`config.mk`:
```
export PLATFORM = sky130hd
export DESIGN_NAME = tcw_seq
export DESIGN_NICKNAME = d
export VERILOG_FILES = /design/src/rtl/core/tcw_pkg.sv /design/src/rtl/core/tcw_seq.sv
export SDC_FILE = /design/constraint.sdc
export NUM_CORES = 1
export LEC_CHECK = 0
export ABC_CLOCK_PERIOD_IN_PS = 5800
export BUFFER_PORTS_ARGS = -buffer_cell sky130_fd_sc_hd__buf_2
export CORE_ASPECT_RATIO = 2
export CORE_UTILIZATION = 25
export DETAILED_ROUTE_END_ITERATION = 10
export GPL_TIMING_DRIVEN = 0
export PLACE_DENSITY = 0.47
export SLEW_MARGIN = 5
export SYNTH_ARGS = -nofsm -noshare
export SYNTH_HDL_FRONTEND = slang
export SYNTH_SLANG_ARGS = --single-unit
```
`constraint.sdc`:
```
create_clock -name clk -period 5.8 [get_ports clk]
set_clock_uncertainty 0.1 [all_clocks]
set_input_delay 1.16 -clock clk [delete_from_list [all_inputs] [get_ports clk]]
set_output_delay 1.16 -clock clk [all_outputs]
set_load 0.02 [all_outputs]
```
`src/rtl/core/tcw_pkg.sv`:
```
`default_nettype none
// ----------------------------------------------------------------------------
// Text console writer package
// Screen geometry, cell layout, operation codes and the screen store port
// bundle shared by the console writer modules.
// ----------------------------------------------------------------------------
package tcw_pkg;

  // Screen geometry.
  localparam int COLUMNS    = 80;
  localparam int ROWS       = 25;
  localparam int CELL_COUNT = ROWS * COLUMNS;
  localparam int ADDR_W     = $clog2(CELL_COUNT);

  // Fixed field widths of the beats.
  localparam int KIND_W = 3;
  localparam int CHAR_W = 8;
  localparam int COL_W  = 7;
  localparam int ROW_W  = 5;
  localparam int IDX_W  = 11;
  localparam int CELL_W = 16;
  localparam int ATTR_W = 8;
  localparam int CFG_IDX_W = 1;

  // Character codes.
  localparam logic [CHAR_W-1:0] NEWLINE_CODE = 8'h0A;
  localparam logic [CHAR_W-1:0] SPACE_CODE   = 8'h20;
  localparam logic [ATTR_W-1:0] RESET_ATTR   = 8'h07;

  // Operation codes.
  localparam logic [KIND_W-1:0] K_PUT          = 3'd0;
  localparam logic [KIND_W-1:0] K_BACKSPACE    = 3'd1;
  localparam logic [KIND_W-1:0] K_CLEAR_SCREEN = 3'd2;
  localparam logic [KIND_W-1:0] K_CLEAR_LINE   = 3'd3;
  localparam logic [KIND_W-1:0] K_SET_CURSOR   = 3'd4;
  localparam logic [KIND_W-1:0] K_RECOLOUR     = 3'd5;
  localparam logic [KIND_W-1:0] K_READ_CELL    = 3'd6;

  // Configuration register indexes.
  localparam logic [CFG_IDX_W-1:0] CFG_TEXT_COLOR    = 1'd0;
  localparam logic [CFG_IDX_W-1:0] CFG_SCROLL_ENABLE = 1'd1;

  typedef logic [CELL_W-1:0] cell_t;
  typedef logic [ADDR_W-1:0] addr_t;

  // Request bundle from the sequencer to the screen store.
  typedef struct packed {
    logic  we;
    addr_t waddr;
    cell_t wdata;
    logic  re;
    addr_t raddr;
  } tcw_mem_req_t;

  // Linear cell index of a screen position.
  function automatic addr_t lin_index(input logic [ROW_W-1:0] r,
                                      input logic [COL_W-1:0] c);
    lin_index = ADDR_W'(r) * ADDR_W'(COLUMNS) + ADDR_W'(c);
  endfunction

endpackage
`default_nettype wire

```
`src/rtl/core/tcw_seq.sv`:
```
`default_nettype none
// ----------------------------------------------------------------------------
// Text console sequencer
// Decodes each operation, keeps the cursor, and walks the screen store with
// one shared address counter for fills, scrolls and recolours.
// ----------------------------------------------------------------------------
module tcw_seq (
  input  wire                          clk,
  input  wire                          rst,
  input  wire                          in_valid,
  output logic                         in_ready,
  input  wire [tcw_pkg::KIND_W-1:0]    kind,
  input  wire [tcw_pkg::CHAR_W-1:0]    char_code,
  input  wire [tcw_pkg::COL_W-1:0]     col,
  input  wire [tcw_pkg::ROW_W-1:0]     row,
  input  wire [tcw_pkg::ATTR_W-1:0]    text_color,
  input  wire                          scroll_enable,
  output logic                         out_valid,
  input  wire                          out_ready,
  output logic [tcw_pkg::CELL_W-1:0]   cell_data,
  output logic [tcw_pkg::COL_W-1:0]    cursor_col,
  output logic [tcw_pkg::ROW_W-1:0]    cursor_row,
  output logic [tcw_pkg::IDX_W-1:0]    cursor_index,
  output tcw_pkg::tcw_mem_req_t        mem_req,
  input  wire tcw_pkg::cell_t          mem_rdata
);
  import tcw_pkg::*;

  localparam logic [2:0] S_IDLE = 3'd0;
  localparam logic [2:0] S_EXEC = 3'd1;
  localparam logic [2:0] S_FILL = 3'd2;
  localparam logic [2:0] S_COPY = 3'd3;
  localparam logic [2:0] S_TAIL = 3'd4;
  localparam logic [2:0] S_READ = 3'd5;
  localparam logic [2:0] S_DONE = 3'd6;

  localparam logic [COL_W-1:0] LAST_COL = COL_W'(COLUMNS - 1);
  localparam logic [ROW_W-1:0] LAST_ROW = ROW_W'(ROWS - 1);

  logic [2:0]        state;
  logic [KIND_W-1:0] op_kind;
  logic [CHAR_W-1:0] op_char;
  logic [COL_W-1:0]  op_col;
  logic [ROW_W-1:0]  op_row;
  logic [COL_W-1:0]  cur_col;
  logic [ROW_W-1:0]  cur_row;
  addr_t             idx;
  addr_t             last;
  addr_t             rd_off;
  addr_t             wr_addr;
  logic              wr_pend;
  logic              recolour;
  logic              scroll_phase;
  logic              quiet;
  cell_t             fill_cell;
  cell_t             cell_rd;

  logic [ROW_W-1:0]  sel_row;
  logic [COL_W-1:0]  sel_col;
  addr_t             lin_res;
  logic              put_nl;
  logic              line_end;
  logic              past_last;
  logic [COL_W-1:0]  put_col;
  logic [ROW_W-1:0]  put_row;
  logic              read_in_range;
  cell_t             copy_data;
  cell_t             blank_cell;

  assign in_ready = (state == S_IDLE);
  assign blank_cell = {text_color, SPACE_CODE};

  // Shared index unit: one row-times-columns-plus-column calculation.
  always_comb begin
    sel_row = cur_row;
    sel_col = cur_col;
    if (state == S_EXEC && op_kind == K_CLEAR_LINE) begin
      sel_row = op_row;
      sel_col = '0;
    end else if (state == S_EXEC && op_kind == K_READ_CELL) begin
      sel_row = op_row;
      sel_col = op_col;
    end
    lin_res = lin_index(sel_row, sel_col);
  end

  // Cursor movement for a put character or newline.
  always_comb begin
    put_nl    = (op_char == NEWLINE_CODE);
    line_end  = put_nl || (cur_col == LAST_COL);
    past_last = line_end && (cur_row == LAST_ROW);
    put_col   = line_end ? '0 : cur_col + 1'b1;
    put_row   = (line_end && !past_last) ? cur_row + 1'b1 : cur_row;
  end

  assign read_in_range = (op_col <= LAST_COL) && (op_row <= LAST_ROW);
  assign copy_data = recolour ? {text_color, mem_rdata[CHAR_W-1:0]} : mem_rdata;

  // Screen store requests.
  always_comb begin
    mem_req = '0;
    case (state)
      S_EXEC: begin
        if (op_kind == K_PUT && !put_nl) begin
          mem_req.we    = 1'b1;
          mem_req.waddr = lin_res;
          mem_req.wdata = {text_color, op_char};
        end
        if (op_kind == K_READ_CELL && read_in_range) begin
          mem_req.re    = 1'b1;
          mem_req.raddr = lin_res;
        end
      end
      S_FILL: begin
        mem_req.we    = 1'b1;
        mem_req.waddr = idx;
        mem_req.wdata = fill_cell;
      end
      S_COPY: begin
        mem_req.re    = 1'b1;
        mem_req.raddr = idx + rd_off;
        mem_req.we    = wr_pend;
        mem_req.waddr = wr_addr;
        mem_req.wdata = copy_data;
      end
      S_TAIL: begin
        mem_req.we    = wr_pend;
        mem_req.waddr = wr_addr;
        mem_req.wdata = copy_data;
      end
      default: begin
        mem_req = '0;
      end
    endcase
  end

  // Sequencer. Reset starts with a clearing pass over the whole store.
  always_ff @(posedge clk) begin
    if (rst) begin
      state        <= S_FILL;
      idx          <= '0;
      last         <= ADDR_W'(CELL_COUNT - 1);
      fill_cell    <= {RESET_ATTR, SPACE_CODE};
      quiet        <= 1'b1;
      out_valid    <= 1'b0;
      cur_col      <= '0;
      cur_row      <= '0;
      wr_pend      <= 1'b0;
      recolour     <= 1'b0;
      scroll_phase <= 1'b0;
    end else begin
      // Once out_ready takes the result, the output register empties unless a new result is loaded this cycle.
      if (out_valid && out_ready && state != S_DONE) begin
        out_valid <= 1'b0;
      end
      case (state)
        S_IDLE: begin
          if (in_valid) begin
            op_kind <= kind;
            op_char <= char_code;
            op_col  <= col;
            op_row  <= row;
            state   <= S_EXEC;
          end
        end
        S_EXEC: begin
          cell_rd <= '0;
          quiet   <= 1'b0;
          case (op_kind)
            K_PUT: begin
              cur_col <= put_col;
              cur_row <= put_row;
              if (past_last && scroll_enable) begin
                idx          <= '0;
                last         <= ADDR_W'(CELL_COUNT - COLUMNS - 1);
                rd_off       <= ADDR_W'(COLUMNS);
                recolour     <= 1'b0;
                scroll_phase <= 1'b1;
                state        <= S_COPY;
              end else begin
                state <= S_DONE;
              end
            end
            K_BACKSPACE: begin
              state <= S_DONE;
              if (cur_col != '0) begin
                cur_col <= cur_col - 1'b1;
              end else if (cur_row != '0) begin
                cur_row <= cur_row - 1'b1;
                cur_col <= LAST_COL;
              end
            end
            K_CLEAR_SCREEN: begin
              idx       <= '0;
              last      <= ADDR_W'(CELL_COUNT - 1);
              fill_cell <= blank_cell;
              cur_col   <= '0;
              cur_row   <= '0;
              state     <= S_FILL;
            end
            K_CLEAR_LINE: begin
              if (op_row <= LAST_ROW) begin
                idx       <= lin_res;
                last      <= lin_res + ADDR_W'(COLUMNS - 1);
                fill_cell <= blank_cell;
                state     <= S_FILL;
              end else begin
                state <= S_DONE;
              end
            end
            K_SET_CURSOR: begin
              cur_col <= (op_col <= LAST_COL) ? op_col : LAST_COL;
              cur_row <= (op_row <= LAST_ROW) ? op_row : LAST_ROW;
              state   <= S_DONE;
            end
            K_RECOLOUR: begin
              idx          <= '0;
              last         <= ADDR_W'(CELL_COUNT - 1);
              rd_off       <= '0;
              recolour     <= 1'b1;
              scroll_phase <= 1'b0;
              state        <= S_COPY;
            end
            K_READ_CELL: begin
              if (read_in_range) begin
                state <= S_READ;
              end else begin
                state <= S_DONE;
              end
            end
            default: begin
              state <= S_DONE;
            end
          endcase
        end
        S_FILL: begin
          idx <= idx + 1'b1;
          if (idx == last) begin
            state <= quiet ? S_IDLE : S_DONE;
          end
        end
        S_COPY: begin
          // Read runs one cell ahead of the write of the cell read before.
          wr_pend <= 1'b1;
          wr_addr <= idx;
          idx     <= idx + 1'b1;
          if (idx == last) begin
            state <= S_TAIL;
          end
        end
        S_TAIL: begin
          wr_pend <= 1'b0;
          if (scroll_phase) begin
            idx          <= ADDR_W'(CELL_COUNT - COLUMNS);
            last         <= ADDR_W'(CELL_COUNT - 1);
            fill_cell    <= blank_cell;
            scroll_phase <= 1'b0;
            state        <= S_FILL;
          end else begin
            state <= S_DONE;
          end
        end
        S_READ: begin
          cell_rd <= mem_rdata;
          state   <= S_DONE;
        end
        S_DONE: begin
          if (!out_valid || out_ready) begin
            out_valid    <= 1'b1;
            cell_data    <= cell_rd;
            cursor_col   <= cur_col;
            cursor_row   <= cur_row;
            cursor_index <= IDX_W'(lin_res);
            state        <= S_IDLE;
          end
        end
        default: begin
          state <= S_IDLE;
        end
      endcase
    end
  end

endmodule
`default_nettype wire

```
==> impl_metrics.yaml <==
run_status:
  status: "completed"
clock_tree:
  clk_path_buf_depth: 2
  clock_latency_ns: 0.45
  cts_max_level: 4
  clk_pin_slew_worst_paths_ns: 0.06
  postCtsHoldBufs: 0
  cts_tree: "done"
  cts.sinks: 140
  cts_inserted_buffers: 17
  cts_root_buffer: "clkbuf_16"
synthesis:
  ys_seq_area_frac: 0.493
  avgSynthCellArea_um2: 10.5
  async_reset_ff_frac: 0
  ys_ff_latch: 140
  yosys_warnings: 0
  synth_cell_type_count: 83
  synth_cells: 716
  synth_edf_count: 90
  synthTopCellsByArea: "edfxtp_1 (36%), dfxtp_1 (13%), xnor2_1 (3.6%)"
  synth.top_cell.area_share: 0.360
  netlist_area_um2: 7520
  synth_top_cell_by_area: "edfxtp_1"
  synth_flop_cell: "edfxtp_1"
  syn_nets: 789
timing:
  rsz0062_at_grt: "no"
  relSlewSlack: 0.153
  hold-worst-slack_ns: 0.318
  fmax_mhz: 179
  tns_ns: 0
  period_needed_ns: 5.59
  setup_viol_count_final: 0
  period_share: 0.963
  hold_viol: 0
  worst_slew_pin_slew_ns: 1.27
  drv_slew: 0
cells_and_area:
  finalNetCount: 947
  syn_to_final_growth_pct: 24.2
  layout.cells.non_filler: 1252
  postLayoutCoreUtil: 0.316
  drive_gt1_frac: 0.250
power:
  leakage_nw: 3.86
  p_per_area_nw_per_um2: 241
  ir_drop_uv: 210
  power_w: 0.00225
floorplanning:
  fp.dieH_um: 247
  rows: 89
  die-area_um2: 30800
  initial_core_util: 0.255
  ioPinCount: 133
  die_w_um: 125
  coreArea_um2: 29500
placed_design:
  place_congestion: 0.863
  dp_cells: 1214
  dp_hpwl_um: 20000
  io_buffers: 132
setup_path:
  crit_path_cell_trace: "buf_2 -> nand3b_1 -> nor2_1 -> nor2_1 -> ha_1 -> inv_1 -> fa_1 -> nor2b_1 -> o2111ai_1 -> xor2_1 -> xnor2_2 -> buf_4 -> a22oi_1 -> nor2_1 -> buf_2"
  cp_common_cell: "nor2_1"
  cpPeakStageDelay_ns: 0.50
  path_delay_family: "simple AND/OR/NAND/NOR gates"
  critPathCaptureType: "output pin"
  worst-setup-path-type: "reg -> out"
  cp_max_fo: 10
  cp.required_ns: 4.54
  start_kind: "flop"
  cp.buffers_inverters: 4
  cp.arrival_ns: 4.33
  crit_slowest_cell: "edfxtp_1"
global_route:
  gr-usage-all-layers: 0.168
  grtUsageMet3: 0.0266
  use_met1: 0.158
  busiest_layer: "met2"
  grt_pass1_wl_um: 37700
  grt_pass1_vias: 6293
  grt_overflow_total: 0
  grt_max_degree: 25
  antenna_found_initial: 1
  grtUsageMet2: 0.331
detailed_routing:
  drc: 0
  first_pass_iters: 6
  totalWireLength_um: 25500
  wl_per_cell_um: 20.4
  drtIter0Drc: 408
  vias: 6261
  ant_nets: 0
  via_per_inst: 5.00
job:
  max_cap_violations: 0
min_path:
  hold_class: "reg -> reg"
-- power breakdown --
part / total (W) / internal, W / switching [W]
clock: 0.00115 / 0.000683 / 0.000464
combinational: 0.0000478 / 0.0000198 / 0.0000280
sequential: 0.00106 / 0.00105 / 0.00000297
total: 0.00225 / 0.00176 / 0.000495
-- through the flow --
| step | instance area [µm²] | setup WS [ns] |
|---|---|---|
| 3_5_place_dp | 8680 | 0.623 |
| 4_1_cts | 9290 | 0.122 |
| 3_3_place_gp | 8630 | -0.142 |
| 2_1_floorplan | 7520 | 1.22 |
| 6_report | 9340 | 0.213 |
| 5_1_grt | 9340 | 0.00861 |
-- worst register-to-register path, cell delays in order (launching register included) --
cell	delay, ns
edfxtp_1	0.50
buf_2	0.24
nand3b_1	0.34
nor2_1	0.20
nor2_1	0.32
ha_1	0.24
inv_1	0.06
fa_1	0.41
xor2_1	0.52
inv_1	0.30
a31oi_1	0.40
xnor2_1	0.18
nor2_1	0.06
o32a_1	0.18
-- path summary, 6_finish.rpt --
| kind | from | endpoint | depth (start not counted) | slack [ns] |
|---|---|---|---|---|
| setup / recovery | op_kind[1] | mem_req[10] | 15 | 0.21 |
| hold / removal | cell_rd[2] | cell_data[2] | 0 | 0.32 |
| setup reg to reg | op_kind[1] | last[7] | 13 | 1.65 |
| hold reg to reg | cell_rd[2] | cell_data[2] | 0 | 0.32 |
-- cell usage in the layout, fill, tap and decap left out, drive strengths merged, types with 10 or more instances in the layout --
| cell type | synthesis | layout |
|---|---|---|
| xnor2 | 32 | 32 |
| a22oi | 10 | 10 |
| a22o | 12 | 12 |
| inv | 40 | 46 |
| ha | 18 | 18 |
| and3 | 11 | 11 |
| clkbuf | 27 | 44 |
| nor3 | 15 | 15 |
| and2 | 22 | 22 |
| o21ai | 38 | 38 |
| a21oi | 34 | 34 |
| dfxtp | 50 | 50 |
| buf | 17 | 156 |
| a222oi | 12 | 12 |
| nand3 | 18 | 18 |
| mux2i | 19 | 19 |
| edfxtp | 90 | 90 |
| nand2 | 43 | 43 |
| nor2 | 60 | 60 |
-- cell usage after synthesis (4+ instances only) --
master    instances
o21a_1            5
nand4_1           5
o32ai_1           5
o22ai_1           5
clkbuf_1         27
a21oi_1          34
buf_6             5
a22o_1           12
nor3_1           15
or3_1             9
nor3b_1           4
o21ai_0          36
o32a_1            4
a211oi_1          6
inv_1            38
xnor2_1          31
a22oi_1          10
ha_1             18
a222oi_1         12
nand2_1          43
xor2_1            9
buf_2            10
a31oi_1           6
edfxtp_1         90
and2_1           22
or2_2             5
nor2b_1           6
o31ai_1           5
nand2b_1          7
nand3_1          16
dfxtp_1          50
mux2i_1          18
nor2_1           59
and3_1           10
-- final cells by class --
| type | instances | area (µm²) |
|---|---|---|
| Buffer | 44 | 219 |
| Multi-Input combinational cell | 492 | 3470 |
| Fill cell | 3044 | 20200 |
| Antenna cell | 1 | 2.50 |
| Clock buffer | 17 | 425 |
| Timing Repair Buffer | 139 | 729 |
| Sequential cell | 140 | 3700 |
| Clock inverter | 15 | 184 |
| Tap cell | 364 | 455 |
| Inverter | 40 | 150 |
-- timing repair --
item / in CTS / in global routing
buffers inserted: 0 / 5
setup endpoints to repair: 0 / 2
resized for setup: 0 / 2
-- flip-flops by register name (all words and copies together) (netlist names), 8 cells and up --
| signal | cells |
|---|---|
| cell_data | 16 |
| last | 11 |
| cell_rd | 16 |
| op_char | 8 |
| idx | 11 |
| wr_addr | 11 |
| cursor_index | 11 |
| fill_cell | 8 |
-- kinds of logic after synthesis --
| family | Yosys count | share of synthesized area |
|---|---|---|
| buffers and inverters | 84 | 0.0491 |
| muxes | 22 | 0.0303 |
| AOI/OAI and AO/OA | 185 | 0.183 |
| adders and majority gates | 21 | 0.0380 |
| and+or+nand+nor | 223 | 0.159 |
| xor gates and xnor gates | 41 | 0.0488 |
| DFF | 140 | 0.493 |
-- layer usage --
layer / routed length, µm / vias up
met5: 0 / -
met4: 1350 / 0
met3: 908 / 62
met2: 14400 / 191
met1: 8880 / 3017
li1: - / 2991
(Power assumes the default switching activity.)
